### src/sv/rrts_pkg.sv
// Shared types, codes and constants of the round-robin task scheduler.
`default_nettype none

package rrts_pkg;

    // Default size of the task table.
    localparam int TASKS_DEFAULT = 16;

    // Width of a task number on the ports.
    localparam int TASK_ID_W = 8;

    // Per-task flag bits.
    localparam int FLAG_W = 4;
    localparam logic [FLAG_W-1:0] FL_NONE  = 4'b0000;
    localparam logic [FLAG_W-1:0] FL_READY = 4'b0001;
    localparam logic [FLAG_W-1:0] FL_WAIT  = 4'b0010;
    localparam logic [FLAG_W-1:0] FL_SUSP  = 4'b0100;
    localparam logic [FLAG_W-1:0] FL_DORM  = 4'b1000;

    // Operation codes.
    typedef enum logic [3:0] {
        OP_CREATE  = 4'd0,
        OP_START   = 4'd1,
        OP_BEGIN   = 4'd2,
        OP_ROTATE  = 4'd3,
        OP_SUSPEND = 4'd4,
        OP_RESUME  = 4'd5,
        OP_RELEASE = 4'd6,
        OP_WAITBEG = 4'd7,
        OP_WAITEND = 4'd8,
        OP_EXIT    = 4'd9,
        OP_QUERY   = 4'd10,
        OP_DIS     = 4'd11,
        OP_ENA     = 4'd12
    } rrts_op_t;

    // Status codes.
    typedef enum logic [2:0] {
        ST_OK       = 3'd0,
        ST_BADID    = 3'd1,
        ST_NOEXIST  = 3'd2,
        ST_OBJ      = 3'd3,
        ST_NOTREADY = 3'd4,
        ST_NORUN    = 3'd5
    } rrts_status_t;

    // Request payload.
    typedef struct packed {
        logic [3:0]           operation;
        logic [TASK_ID_W-1:0] task_id;
        logic                 self_select;
    } rrts_req_t;

    // Result payload.
    typedef struct packed {
        logic [2:0]           status;
        logic [TASK_ID_W-1:0] current_task;
        logic                 switched;
        logic [TASK_ID_W-1:0] previous_task;
        logic [FLAG_W-1:0]    task_flags;
    } rrts_rsp_t;

endpackage

`default_nettype wire

### src/sv/rrts_table.sv
// Task flag table: one synchronous memory with per-entry valid bits.
`default_nettype none

module rrts_table
    import rrts_pkg::*;
#(
    parameter int TASKS = TASKS_DEFAULT,
    localparam int IDW = (TASKS > 1) ? $clog2(TASKS) : 1
) (
    input  wire logic              aclk,
    input  wire logic              aresetn,
    input  wire logic              rd_en,
    input  wire logic [IDW-1:0]    rd_addr,
    output logic      [FLAG_W-1:0] rd_flags,
    input  wire logic              wr_en,
    input  wire logic [IDW-1:0]    wr_addr,
    input  wire logic [FLAG_W-1:0] wr_data
);

    logic [FLAG_W-1:0] mem [TASKS];
    logic [TASKS-1:0]  vld_reg;
    logic [FLAG_W-1:0] rd_data_reg;
    logic              rd_vld_reg;

    // Memory array: one write and one registered read per cycle.
    always_ff @(posedge aclk) begin
        if (wr_en) begin
            mem[wr_addr] <= wr_data;
        end
        if (rd_en) begin
            rd_data_reg <= mem[rd_addr];
        end
    end

    // Valid bits make entries never written read as zero after reset.
    always_ff @(posedge aclk) begin
        if (!aresetn) begin
            vld_reg    <= '0;
            rd_vld_reg <= 1'b0;
        end else begin
            if (wr_en) begin
                vld_reg[wr_addr] <= 1'b1;
            end
            if (rd_en) begin
                rd_vld_reg <= vld_reg[rd_addr];
            end
        end
    end

    assign rd_flags = rd_vld_reg ? rd_data_reg : FL_NONE;

endmodule

`default_nettype wire

### src/sv/round_robin_task_scheduler_top.sv
// Top level of the round-robin task scheduler: request decode, dispatcher and result register.
//
//   Channel | Ports                      | Direction | Payload
//   --------+----------------------------+-----------+-----------
//   request | s_valid, s_ready, s_data   | in        | rrts_req_t
//   result  | m_valid, m_ready, m_data   | out       | rrts_rsp_t
//
// A request is taken in IDLE, its table entry is read on the accept edge and
// evaluated in the next cycle, in EVAL; the result is registered in DONE.
// A request that rotates adds a scan of one table entry per cycle through the
// single memory read port, in state SCAN, before the result is registered.
// Reset clears the valid bits of the table at once; no clearing pass is needed.
// A stalled result holds the output register; a new request may be accepted
// meanwhile, and its result waits until the register is free.
`default_nettype none

module round_robin_task_scheduler_top
    import rrts_pkg::*;
#(
    parameter int TASKS = TASKS_DEFAULT
) (
    input  wire logic      aclk,
    input  wire logic      aresetn,
    input  wire logic      s_valid,
    output logic           s_ready,
    input  wire rrts_req_t s_data,
    output logic           m_valid,
    input  wire logic      m_ready,
    output rrts_rsp_t      m_data
);

    localparam int IDW   = (TASKS > 1) ? $clog2(TASKS) : 1;
    localparam int CNT_W = IDW + 1;

    typedef enum logic [3:0] {
        S_IDLE = 4'b0001,
        S_EVAL = 4'b0010,
        S_SCAN = 4'b0100,
        S_DONE = 4'b1000
    } state_t;

    state_t             state_reg, state_next;
    logic [3:0]         op_reg;
    logic [IDW-1:0]     tgt_reg;
    logic               bad_reg;
    logic [IDW-1:0]     prev_reg;
    logic [2:0]         status_reg;
    logic               moved_reg;
    logic [FLAG_W-1:0]  qflags_reg;
    logic [IDW-1:0]     running_reg;
    logic               started_reg;
    logic               disabled_reg;
    logic [IDW-1:0]     iss_reg;
    logic [CNT_W-1:0]   cnt_reg;
    logic               pend_reg;
    logic [IDW-1:0]     chk_reg;
    logic               m_valid_reg;
    rrts_rsp_t          m_data_reg;

    logic               s_accept;
    logic               in_uses_id;
    logic               in_id_ok;
    logic               in_on_running;
    logic [IDW-1:0]     in_tgt;
    logic               rd_en;
    logic [IDW-1:0]     rd_addr;
    logic [FLAG_W-1:0]  rd_flags;
    logic               wr_en;
    logic [IDW-1:0]     wr_addr;
    logic [FLAG_W-1:0]  wr_data;
    logic [2:0]         ev_status;
    logic               ev_rot;
    logic               ev_begin;
    logic [FLAG_W-1:0]  ev_qflags;
    logic               rot_go;
    logic               scan_hit;
    logic               scan_end;
    logic [IDW-1:0]     iss_wrap;
    logic               out_free;
    logic               keep_norun;

    assign s_ready  = (state_reg == S_IDLE);
    assign s_accept = s_valid && s_ready;
    assign out_free = !m_valid_reg || m_ready;
    assign m_valid  = m_valid_reg;
    assign m_data   = m_data_reg;

    // Request decode: which entry to read and whether the task number is checked.
    always_comb begin
        in_id_ok      = ({1'b0, s_data.task_id} < 9'(TASKS));
        in_uses_id    = ((s_data.operation <= OP_RELEASE) && (s_data.operation != OP_ROTATE))
                        || ((s_data.operation == OP_QUERY) && !s_data.self_select);
        in_on_running = (s_data.operation == OP_WAITBEG) || (s_data.operation == OP_WAITEND)
                        || (s_data.operation == OP_EXIT)
                        || ((s_data.operation == OP_QUERY) && s_data.self_select);
        in_tgt        = in_on_running ? running_reg : s_data.task_id[IDW-1:0];
    end

    // Round-robin scan: the candidate read last cycle is checked now.
    assign iss_wrap   = (iss_reg == IDW'(TASKS - 1)) ? '0 : iss_reg + 1'b1;
    assign scan_hit   = pend_reg && ((rd_flags & FL_SUSP) == FL_NONE)
                        && ((rd_flags & (FL_READY | FL_WAIT)) != FL_NONE);
    assign scan_end   = (cnt_reg == CNT_W'(TASKS));
    assign keep_norun = (op_reg == OP_ROTATE) || (op_reg == OP_EXIT);

    // Memory read port.
    always_comb begin
        rd_en   = 1'b0;
        rd_addr = in_tgt;
        if (s_accept) begin
            rd_en = 1'b1;
        end else if ((state_reg == S_SCAN) && !scan_hit && !scan_end) begin
            rd_en   = 1'b1;
            rd_addr = iss_wrap;
        end
    end

    // Operation evaluation on the entry read at accept.
    always_comb begin
        wr_en     = 1'b0;
        wr_addr   = tgt_reg;
        wr_data   = rd_flags;
        ev_status = ST_OK;
        ev_rot    = 1'b0;
        ev_begin  = 1'b0;
        ev_qflags = FL_NONE;
        if (bad_reg) begin
            ev_status = ST_BADID;
        end else begin
            case (op_reg)
                OP_CREATE: begin
                    wr_en   = 1'b1;
                    wr_data = FL_DORM;
                end
                OP_START: begin
                    wr_en   = 1'b1;
                    wr_data = FL_READY;
                end
                OP_BEGIN: begin
                    if (rd_flags != FL_READY) begin
                        ev_status = ST_NOTREADY;
                    end else begin
                        ev_begin = 1'b1;
                    end
                end
                OP_ROTATE: begin
                    ev_rot = 1'b1;
                end
                OP_SUSPEND: begin
                    if (rd_flags == FL_NONE) begin
                        ev_status = ST_NOEXIST;
                    end else begin
                        wr_en   = 1'b1;
                        wr_data = rd_flags | FL_SUSP;
                        ev_rot  = (tgt_reg == running_reg);
                    end
                end
                OP_RESUME: begin
                    if (rd_flags == FL_NONE) begin
                        ev_status = ST_NOEXIST;
                    end else if ((rd_flags & (FL_WAIT | FL_SUSP)) == FL_NONE) begin
                        ev_status = ST_OBJ;
                    end else begin
                        wr_en   = 1'b1;
                        wr_data = rd_flags & ~FL_SUSP;
                        ev_rot  = 1'b1;
                    end
                end
                OP_RELEASE: begin
                    if (rd_flags == FL_NONE) begin
                        ev_status = ST_NOEXIST;
                    end else if ((rd_flags & FL_WAIT) == FL_NONE) begin
                        ev_status = ST_OBJ;
                    end else begin
                        wr_en   = 1'b1;
                        wr_data = rd_flags & ~FL_WAIT;
                    end
                end
                OP_WAITBEG: begin
                    wr_en   = 1'b1;
                    wr_data = FL_WAIT;
                end
                OP_WAITEND: begin
                    wr_en   = 1'b1;
                    wr_data = (rd_flags & ~FL_WAIT) | FL_READY;
                end
                OP_EXIT: begin
                    wr_en   = 1'b1;
                    wr_data = FL_DORM;
                    ev_rot  = 1'b1;
                end
                OP_QUERY: begin
                    ev_qflags = rd_flags;
                end
                default: begin
                end
            endcase
        end
        wr_en  = wr_en && (state_reg == S_EVAL);
        rot_go = ev_rot && started_reg && !disabled_reg;
    end

    // Next state.
    always_comb begin
        state_next = state_reg;
        unique case (state_reg)
            S_IDLE: begin
                if (s_accept) begin
                    state_next = S_EVAL;
                end
            end
            S_EVAL: begin
                state_next = rot_go ? S_SCAN : S_DONE;
            end
            S_SCAN: begin
                if (scan_hit || scan_end) begin
                    state_next = S_DONE;
                end
            end
            S_DONE: begin
                if (out_free) begin
                    state_next = S_IDLE;
                end
            end
            default: begin
                state_next = S_IDLE;
            end
        endcase
    end

    // Control state: sequencer, scheduler registers and output valid.
    always_ff @(posedge aclk) begin
        if (!aresetn) begin
            state_reg    <= S_IDLE;
            running_reg  <= '0;
            started_reg  <= 1'b0;
            disabled_reg <= 1'b0;
            pend_reg     <= 1'b0;
            cnt_reg      <= '0;
            m_valid_reg  <= 1'b0;
        end else begin
            state_reg <= state_next;
            // The output register fills in DONE and empties when its result is taken.
            if ((state_reg == S_DONE) && out_free) begin
                m_valid_reg <= 1'b1;
            end else if (m_ready) begin
                m_valid_reg <= 1'b0;
            end
            unique case (state_reg)
                S_IDLE: begin
                end
                S_EVAL: begin
                    if (!bad_reg) begin
                        if (ev_begin) begin
                            started_reg <= 1'b1;
                            running_reg <= tgt_reg;
                        end
                        if (op_reg == OP_DIS) begin
                            disabled_reg <= 1'b1;
                        end
                        if (op_reg == OP_ENA) begin
                            disabled_reg <= 1'b0;
                        end
                    end
                    cnt_reg  <= '0;
                    pend_reg <= 1'b0;
                end
                S_SCAN: begin
                    if (scan_hit) begin
                        running_reg <= chk_reg;
                    end else if (!scan_end) begin
                        cnt_reg  <= cnt_reg + 1'b1;
                        pend_reg <= 1'b1;
                    end
                end
                S_DONE: begin
                end
                default: begin
                end
            endcase
        end
    end

    // Request and result payload registers.
    always_ff @(posedge aclk) begin
        if (s_accept) begin
            op_reg   <= s_data.operation;
            tgt_reg  <= in_tgt;
            bad_reg  <= in_uses_id && !in_id_ok;
            prev_reg <= running_reg;
        end
        if (state_reg == S_EVAL) begin
            status_reg <= ev_status;
            moved_reg  <= ev_begin;
            qflags_reg <= ev_qflags;
            iss_reg    <= running_reg;
        end
        if (state_reg == S_SCAN) begin
            if (scan_hit) begin
                moved_reg <= (chk_reg != running_reg);
            end else if (scan_end) begin
                status_reg <= keep_norun ? ST_NORUN : ST_OK;
            end else begin
                iss_reg <= iss_wrap;
                chk_reg <= iss_wrap;
            end
        end
        if ((state_reg == S_DONE) && out_free) begin
            m_data_reg.status        <= status_reg;
            m_data_reg.current_task  <= TASK_ID_W'(running_reg);
            m_data_reg.switched      <= moved_reg;
            m_data_reg.previous_task <= TASK_ID_W'(prev_reg);
            m_data_reg.task_flags    <= qflags_reg;
        end
    end

    rrts_table #(
        .TASKS (TASKS)
    ) u_table (
        .aclk     (aclk),
        .aresetn  (aresetn),
        .rd_en    (rd_en),
        .rd_addr  (rd_addr),
        .rd_flags (rd_flags),
        .wr_en    (wr_en),
        .wr_addr  (wr_addr),
        .wr_data  (wr_data)
    );

endmodule

`default_nettype wire
### config.mk
export PLATFORM = sky130hd
export DESIGN_NAME = round_robin_task_scheduler_top
export DESIGN_NICKNAME = d
export VERILOG_FILES = /design/src/sv/rrts_pkg.sv /design/src/sv/rrts_table.sv /design/src/sv/round_robin_task_scheduler_top.sv
export SDC_FILE = /design/constraint.sdc
export NUM_CORES = 1
export LEC_CHECK = 0
export BUFFER_PORTS_ARGS = -buffer_cell sky130_fd_sc_hd__buf_2
export CORE_ASPECT_RATIO = 1.5
export CORE_UTILIZATION = 56
export DETAILED_ROUTE_END_ITERATION = 8
export PLACE_DENSITY = 0.75
export SETUP_SLACK_MARGIN = 0.2
export SLEW_MARGIN = 20
export SYNTH_ARGS = -nofsm -noshare
export SYNTH_HDL_FRONTEND = slang
export SYNTH_SLANG_ARGS = --single-unit
export TNS_END_PERCENT = 10
### constraint.sdc
create_clock -name aclk -period 4.57 [get_ports aclk]
set_clock_uncertainty 0.05 [all_clocks]
set_input_delay 0.457 -clock aclk [delete_from_list [all_inputs] [get_ports aclk]]
set_output_delay 0.457 -clock aclk [all_outputs]
set_load 0.02 [all_outputs]
==> results of run 1 <==
==> power by group <==
group	internal [mW]	leakage, nW	switching (mW)
clock	0.775	0.289	0.589
combinational	0.0648	0.943	0.104
sequential	1.45	1.30	0.0325
==> worst reg2reg max path: stages (launching register included) <==
cell and delay (ns):
dfxtp_1 0.36, or4b_1 0.67, a211o_4 0.40, inv_1 0.43, o21ba_4 0.48, mux4_1 0.63, a22oi_1 0.25, nand2_1 0.07
==> metal layers <==
metal / up-vias / GRT usage / share of wire / routed length (um)
met1: 2060 / 0.268 / 0.35 / 4870
met4: 0 / 0.146 / 0.051 / 708
met5: - / 0 / 0 / 0
li1: 1942 / - / - / -
met3: 51 / 0.0611 / 0.041 / 578
met2: 172 / 0.456 / 0.56 / 7820
==> area by class of cell <==
cell class / instances / area (um2) / share of cell area
Tap cell: 147 / 184 / 0.0254
Multi-Input combinational cell: 314 / 2180 / 0.302
Clock inverter: 15 / 165 / 0.0228
Timing Repair Buffer: 42 / 230 / 0.0318
Clock buffer: 17 / 425 / 0.0588
Inverter: 14 / 52.6 / 0.00726
Sequential cell: 147 / 3990 / 0.552
==> worst min path at each step <==
| stage | start | endpoint | cells after the start |
|---|---|---|---|
| finish | s_data[11] | op_reg[2]$_DFFE_PP_ | 1 |
| global route | s_data[11] | op_reg[2]$_DFFE_PP_ | 1 |
| CTS | s_data[11] | op_reg[2]$_DFFE_PP_ | 1 |
| detailed placement | moved_reg$_DFF_P_ | m_data[12]$_DFFE_PP_ | 0 |
| global placement | prev_reg[1]$_DFFE_PP_ | m_data[5]$_DFFE_PP_ | 0 |
| floorplan | qflags_reg[0]$_SDFFCE_PP0P_ | m_data[0]$_DFFE_PP_ | 0 |
==> synthesized netlist by cell type (3+ instances only) <==
cell        n
a311oi_1    4
nand2_1    49
nand3_1    10
mux4_2      9
o21a_1     18
dfxtp_1    42
a21oi_1    20
o21ai_0    13
a22oi_1    10
ha_1        3
nand3b_1    3
nor4_1      4
buf_4       9
xor2_1      5
nor2b_1     5
nand2b_1    8
mux4_1      7
buf_2       5
inv_1      14
xnor2_1     9
a31oi_1    11
mux2i_1    10
edfxtp_1  105
nand4_1     4
clkbuf_1   15
o211ai_1    5
nor2_1     49
nor3_1     11
and2_1      3
==> through the flow <==
step | worst slack [ns] | area, um2 | std cells
6_report | 0.974 | 7240 | 696
2_1_floorplan | 1.80 | 6380 | 507
5_1_grt | 0.785 | 7240 | 696
3_3_place_gp | 1.14 | 6630 | 664
4_1_cts | 0.983 | 7220 | 696
3_5_place_dp | 1.04 | 6630 | 664
==> cell families after synthesis <==
family          count (synthesis)  share of synthesized area
buf+inv                        46                     0.0347
flops                         147                      0.629
xor+xnor                       14                     0.0193
fa+ha+maj                       3                    0.00591
other cells                     1                   0.000590
compound gates                103                      0.113
simple gates                  159                      0.120
mux                            27                     0.0784
==> impl_metrics.csv, run 1 <==
group,metric,value,unit
worst_setup_path,cp_top_family,"compound AO/OA/AOI/OAI gates",
detailed_routing,drc,0,
power,power_density,417,mW/mm2
floorplanning,dieArea,0.0118,mm2
floorplanning,rows,47,
clock_network,clkSinkCount,147,
floorplanning,initial_core_util,0.575,
placement,dp_hpwl,9920,um
detailed_routing,dr_total_vias,4225,
sta,worstMarginPinSlew,1.09,ns
layout,n_antenna_cell,0,
placement,gp_congestion,0.901,
synthesis,syn_inst,500,
synthesis,synth_top_area_frac,0.496,
global_route,antenna_found_initial,0,
layout,layout-drive-gt1-share,0.173,
layout,fillerInstances,863,
detailed_routing,drtAntennaViolNets,0,
global_route,grt_overflow,0,
clock_network,cts.clk_slew.worst_paths,0.06,ns
clock_network,cts_max_level,4,
sta,setup_tns,0,ns
power,ir_worst_vdd,0.000297,V
power,p_leak,2.54,nW
worst_hold_path,min_path_type,"in2reg",
layout,area_growth,13.9,%
worst_setup_path,crit_start,"state_reg[0]$_SDFFE_PN1P_",
clock_network,clk_latency,0.43,ns
worst_setup_path,worst_setup_path_start_kind,"flip-flop",
sta,report.final.slew_viol_count,0,
synthesis,ys_seq_area_frac,0.629,
clock_network,cts_buffer_depth,2,
floorplanning,coreArea,0.0111,mm2
global_route,grt_pass1_vias,4136,
synthesis,yosysTopAreaCell,"edfxtp_1",
sta,period_minus_slack,3.60,ns
worst_setup_path,ff2ff_setup_slack,0.97,ns
detailed_routing,wl_per_cell,20.1,um
flow_run,cap_violations,0,
worst_setup_path,r2r_cells,7,
power,finalPower,3.02,mW
synthesis,synth_edf_count,105,
worst_setup_path,slowest_delay,0.66,ns
detailed_routing,dr.pass1.iters,4,
clock_network,cts_buffers,17,
worst_setup_path,worstPathMaxFanout,20,
floorplanning,io_pins,43,
layout,largest_register_ffs,64,
layout,post-route-util,0.654,
worst_setup_path,crit_end,"u_table.rd_data_reg[0]$_DFFE_PP_",
worst_setup_path,path_buf_inv,1,
detailed_routing,vias_per_cell,6.07,
worst_setup_path,cp.depth,7,
worst_setup_path,r2r_start,"state_reg[0]$_SDFFE_PN1P_",
sta,rsz0062_at_grt,"false",
global_route,grt_usage,0.256,
floorplanning,die_h,132,um
layout,final_common_cell,"edfxtp_1",
synthesis,synth_warnings,0,
clock_network,cts_tree,"yes",
sta,final-setup-viol-count,0,
worst_setup_path,cp_cell_sequence,"or4b_1 > a211o_4 > inv_1 > o21ba_4 > mux4_1 > a22oi_1 > nand2_1",
sta,hold_viol,0,
global_route,grt_max_degree,22,
worst_setup_path,critPathArrivalTime,3.72,ns
layout,final_cell_mix,"edfxtp_1 (105), nor2_1 (49), nand2_1 (49), dfxtp_1 (42), buf_2 (34)",
synthesis,syn_avg_cell_area,12.7,um2
synthesis,syn-cell-area,0.00635,mm2
global_route,grt_pass1_wl,21600,um
worst_setup_path,crit_type,"reg2reg",
worst_setup_path,end_kind,"flip-flop",
detailed_routing,drt_iter0_markers,242,
worst_setup_path,required,4.69,ns
floorplanning,die_x,89.0,um
placement,port_buffers,34,
synthesis,ys_async_sr_fraction,0,
clock_network,cts_hold_buf,0,
sta,max_slew_margin,0.271,
synthesis,ys_types,61,
clock_network,ctsResizeCount,0,
sta,timing.hold.ws,0.215,ns
status,status,"finished clean",
synthesis,synth_seq_cells,147,
sta,max_freq,0.278,GHz
layout,nNetsFinal,556,
synthesis,synth_area_leaders,"edfxtp_1 (50%), dfxtp_1 (13%), mux4_2 (3.2%)",
clock_network,post_cts_buffers,0,
worst_setup_path,slowest_stage,"or4b_1",
detailed_routing,wl,14000,um
synthesis,synth_ff_type,"edfxtp_1",
clock_network,cts-root-buf,"clkbuf_16",
worst_setup_path,r2r-end,"u_table.rd_data_reg[0]$_DFFE_PP_",
sta,fin_crit_sh,0.787,
No activity file was read; power rests on OpenSTA's default activity.
==> run 2: changes to the inputs <==
--- a/config.mk
+++ b/config.mk
@@ -7,7 +7,7 @@
 export LEC_CHECK = 0
 export BUFFER_PORTS_ARGS = -buffer_cell sky130_fd_sc_hd__buf_2
 export CORE_ASPECT_RATIO = 1.5
-export CORE_UTILIZATION = 56
+export CORE_UTILIZATION = 54
 export DETAILED_ROUTE_END_ITERATION = 8
 export PLACE_DENSITY = 0.75
 export SETUP_SLACK_MARGIN = 0.2
==> constraint.sdc (replaced) <==
create_clock -name aclk -period 2.97 [get_ports aclk]
set_clock_uncertainty 0.05 [all_clocks]
set_input_delay 0.297 -clock aclk [delete_from_list [all_inputs] [get_ports aclk]]
set_output_delay 0.297 -clock aclk [all_outputs]
set_load 0.02 [all_outputs]
==> run 2 against run 1 <==
- final area rose by 6.6%
- die area up 3.6%
- fmax up 31%
- sequential share of layout area is 3.4 points lower
- critical path depth stayed put
- total power grew 54%
- sequential power grew 53%
- final cell count is 7.2% higher
- utilization grew 1.8 points
- clock power is 51% higher
- critical endpoint is now u_table.rd_data_reg[3]$_DFFE_PP_
- largest power group unchanged
- highest routed layer unchanged
==> impl_metrics.csv, run 2 (same netlist as run 1, synthesis figures left out) <==
group,metric,value,unit
power,p_int,3.55,mW
clock_network,clk_latency,0.42,ns
global_route,grt_pass1_vias,4424,
worst_setup_path,slowest_stage,"mux4_1",
layout,layout-drive-gt1-share,0.262,
clock_network,clkSinkCount,147,
layout,nNetsFinal,603,
clock_network,cts_buffer_depth,2,
global_route,grt_max_degree,22,
floorplanning,io_pins,43,
clock_network,cts_hold_buf,0,
layout,final_common_cell,"edfxtp_1",
flow_run,cap_violations,0,
placement,port_buffers,34,
worst_setup_path,crit_type,"reg2reg",
detailed_routing,dr.pass1.iters,6,
power,combPwrFrac,0.072,
sta,report.final.slew_viol_count,0,
clock_network,cts_buffers,17,
sta,timing.hold.ws,0.0571,ns
sta,setup_ws,0.231,ns
power,p_sw,1.10,mW
worst_setup_path,slowest_delay,0.57,ns
worst_setup_path,cp_top_family,"compound AO/OA/AOI/OAI gates",
power,finalPower,4.65,mW
layout,largest_register_ffs,64,
sta,fin_crit_sh,0.922,
power,swShare,0.237,
placement,gp_congestion,0.905,
power,pwr-share-clk,0.442,
detailed_routing,drt_iter0_markers,373,
detailed_routing,drtAntennaViolNets,0,
sta,max_slew_margin,0.479,
floorplanning,initial_core_util,0.554,
worst_setup_path,end_kind,"flip-flop",
global_route,grt_overflow,0,
status,status,"finished clean",
placement,dpl_worst_slack,-0.0156,ns
layout,fin_area,0.00771,mm2
clock_network,cts.clk_slew.worst_paths,0.06,ns
clock_network,cts_tree,"yes",
worst_hold_path,min_path_type,"in2reg",
floorplanning,die_h,135,um
sta,hold_viol,0,
sta,period_minus_slack,2.74,ns
power,p_seq_frac,0.485,
global_route,grt_pass1_wl,23200,um
layout,final_cell_mix,"edfxtp_1 (105), nand2_1 (48), nor2_1 (47), buf_4 (47), dfxtp_1 (42)",
sta,final-setup-viol-count,0,
floorplanning,coreArea,0.0115,mm2
layout,n_antenna_cell,0,
detailed_routing,wl,15100,um
worst_setup_path,required,3.09,ns
detailed_routing,dr_total_vias,4471,
worst_setup_path,cp_cell_sequence,"or4b_4 > a211o_4 > inv_4 > o21ba_4 > mux4_1 > a22oi_1 > nand2_1",
power,ir_worst_vdd,0.000510,V
detailed_routing,wl_per_cell,20.3,um
power,power_density,603,mW/mm2
clock_network,cts-root-buf,"clkbuf_16",
worst_setup_path,critPathArrivalTime,2.86,ns
floorplanning,die_x,90.6,um
global_route,grt_usage,0.260,
detailed_routing,drc,0,
sta,max_freq,0.365,GHz
worst_setup_path,path_buf_inv,1,
power,p_leak,2.78,nW
sta,setup_tns,0,ns
placement,place_area,0.00691,mm2
global_route,antenna_found_initial,0,
worst_setup_path,worstPathMaxFanout,6,
floorplanning,rows,48,
sta,rsz0062_at_grt,"true",
placement,dp_hpwl,10500,um
floorplanning,dieArea,0.0122,mm2
worst_setup_path,worst_setup_path_start_kind,"flip-flop",
sta,worstMarginPinSlew,0.782,ns
detailed_routing,vias_per_cell,5.99,
clock_network,cts_max_level,4,
layout,fillerInstances,800,
layout,area_growth,21.4,%
==> run 2: worst paths after layout <==
| path | start | endpoint | slack (ns) | depth (start not counted) |
|---|---|---|---|---|
| hold reg to reg | prev_reg[1]$_DFFE_PP_ | m_data[5]$_DFFE_PP_ | 0.37 | 0 |
| hold / removal | s_data[9] | op_reg[0]$_DFFE_PP_ | 0.06 | 1 |
| setup reg to reg | state_reg[0]$_SDFFE_PN1P_ | u_table.rd_data_reg[3]$_DFFE_PP_ | 0.23 | 7 |
| setup / recovery | state_reg[0]$_SDFFE_PN1P_ | u_table.rd_data_reg[3]$_DFFE_PP_ | 0.23 | 7 |
==> run 2: stage by stage <==
step,util,cells
detailed placement,0.602,702
floorplan,-,507
global route,0.673,746
global placement,0.602,702
CTS,0.661,740
finish,0.673,746
==> run 2: per-layer routing <==
layer | global-route usage | vias up | share of wire
met5 | 0 | - | 0
met4 | 0.188 | 0 | 0.069
met3 | 0.0501 | 71 | 0.055
met2 | 0.470 | 224 | 0.54
met1 | 0.267 | 2132 | 0.34
li1 | - | 2044 | -
==> run 2: power groups by stage <==
stage / registers, mW / logic, mW / clock network [mW]
finish: 2.26 / 0.335 / 2.06
global route: 2.26 / 0.361 / 2.18
CTS: 2.26 / 0.308 / 2.08
detailed placement: 2.30 / 0.292 / 0
global placement: 2.30 / 0.282 / 0
floorplan: 2.29 / 0.214 / 0
==> run 2: cell type report <==
type	instances	area (um2)	share of cell area
timing repair buffer	86	602	0.0780
clock inverter	14	143	0.0185
multi-input combinational	317	2300	0.299
inverter	14	55.1	0.00714
sequential	147	3990	0.518
tap	150	188	0.0243
clock buffer	18	429	0.0556
==> run 2: what timing repair did <==
action / CTS / global route
gates resized for setup: 10 / 20
pin swaps: 2 / 3
buffers inserted: 3 / 5
gates cloned: 3 / 1
endpoints found under the setup margin: 23 / 23
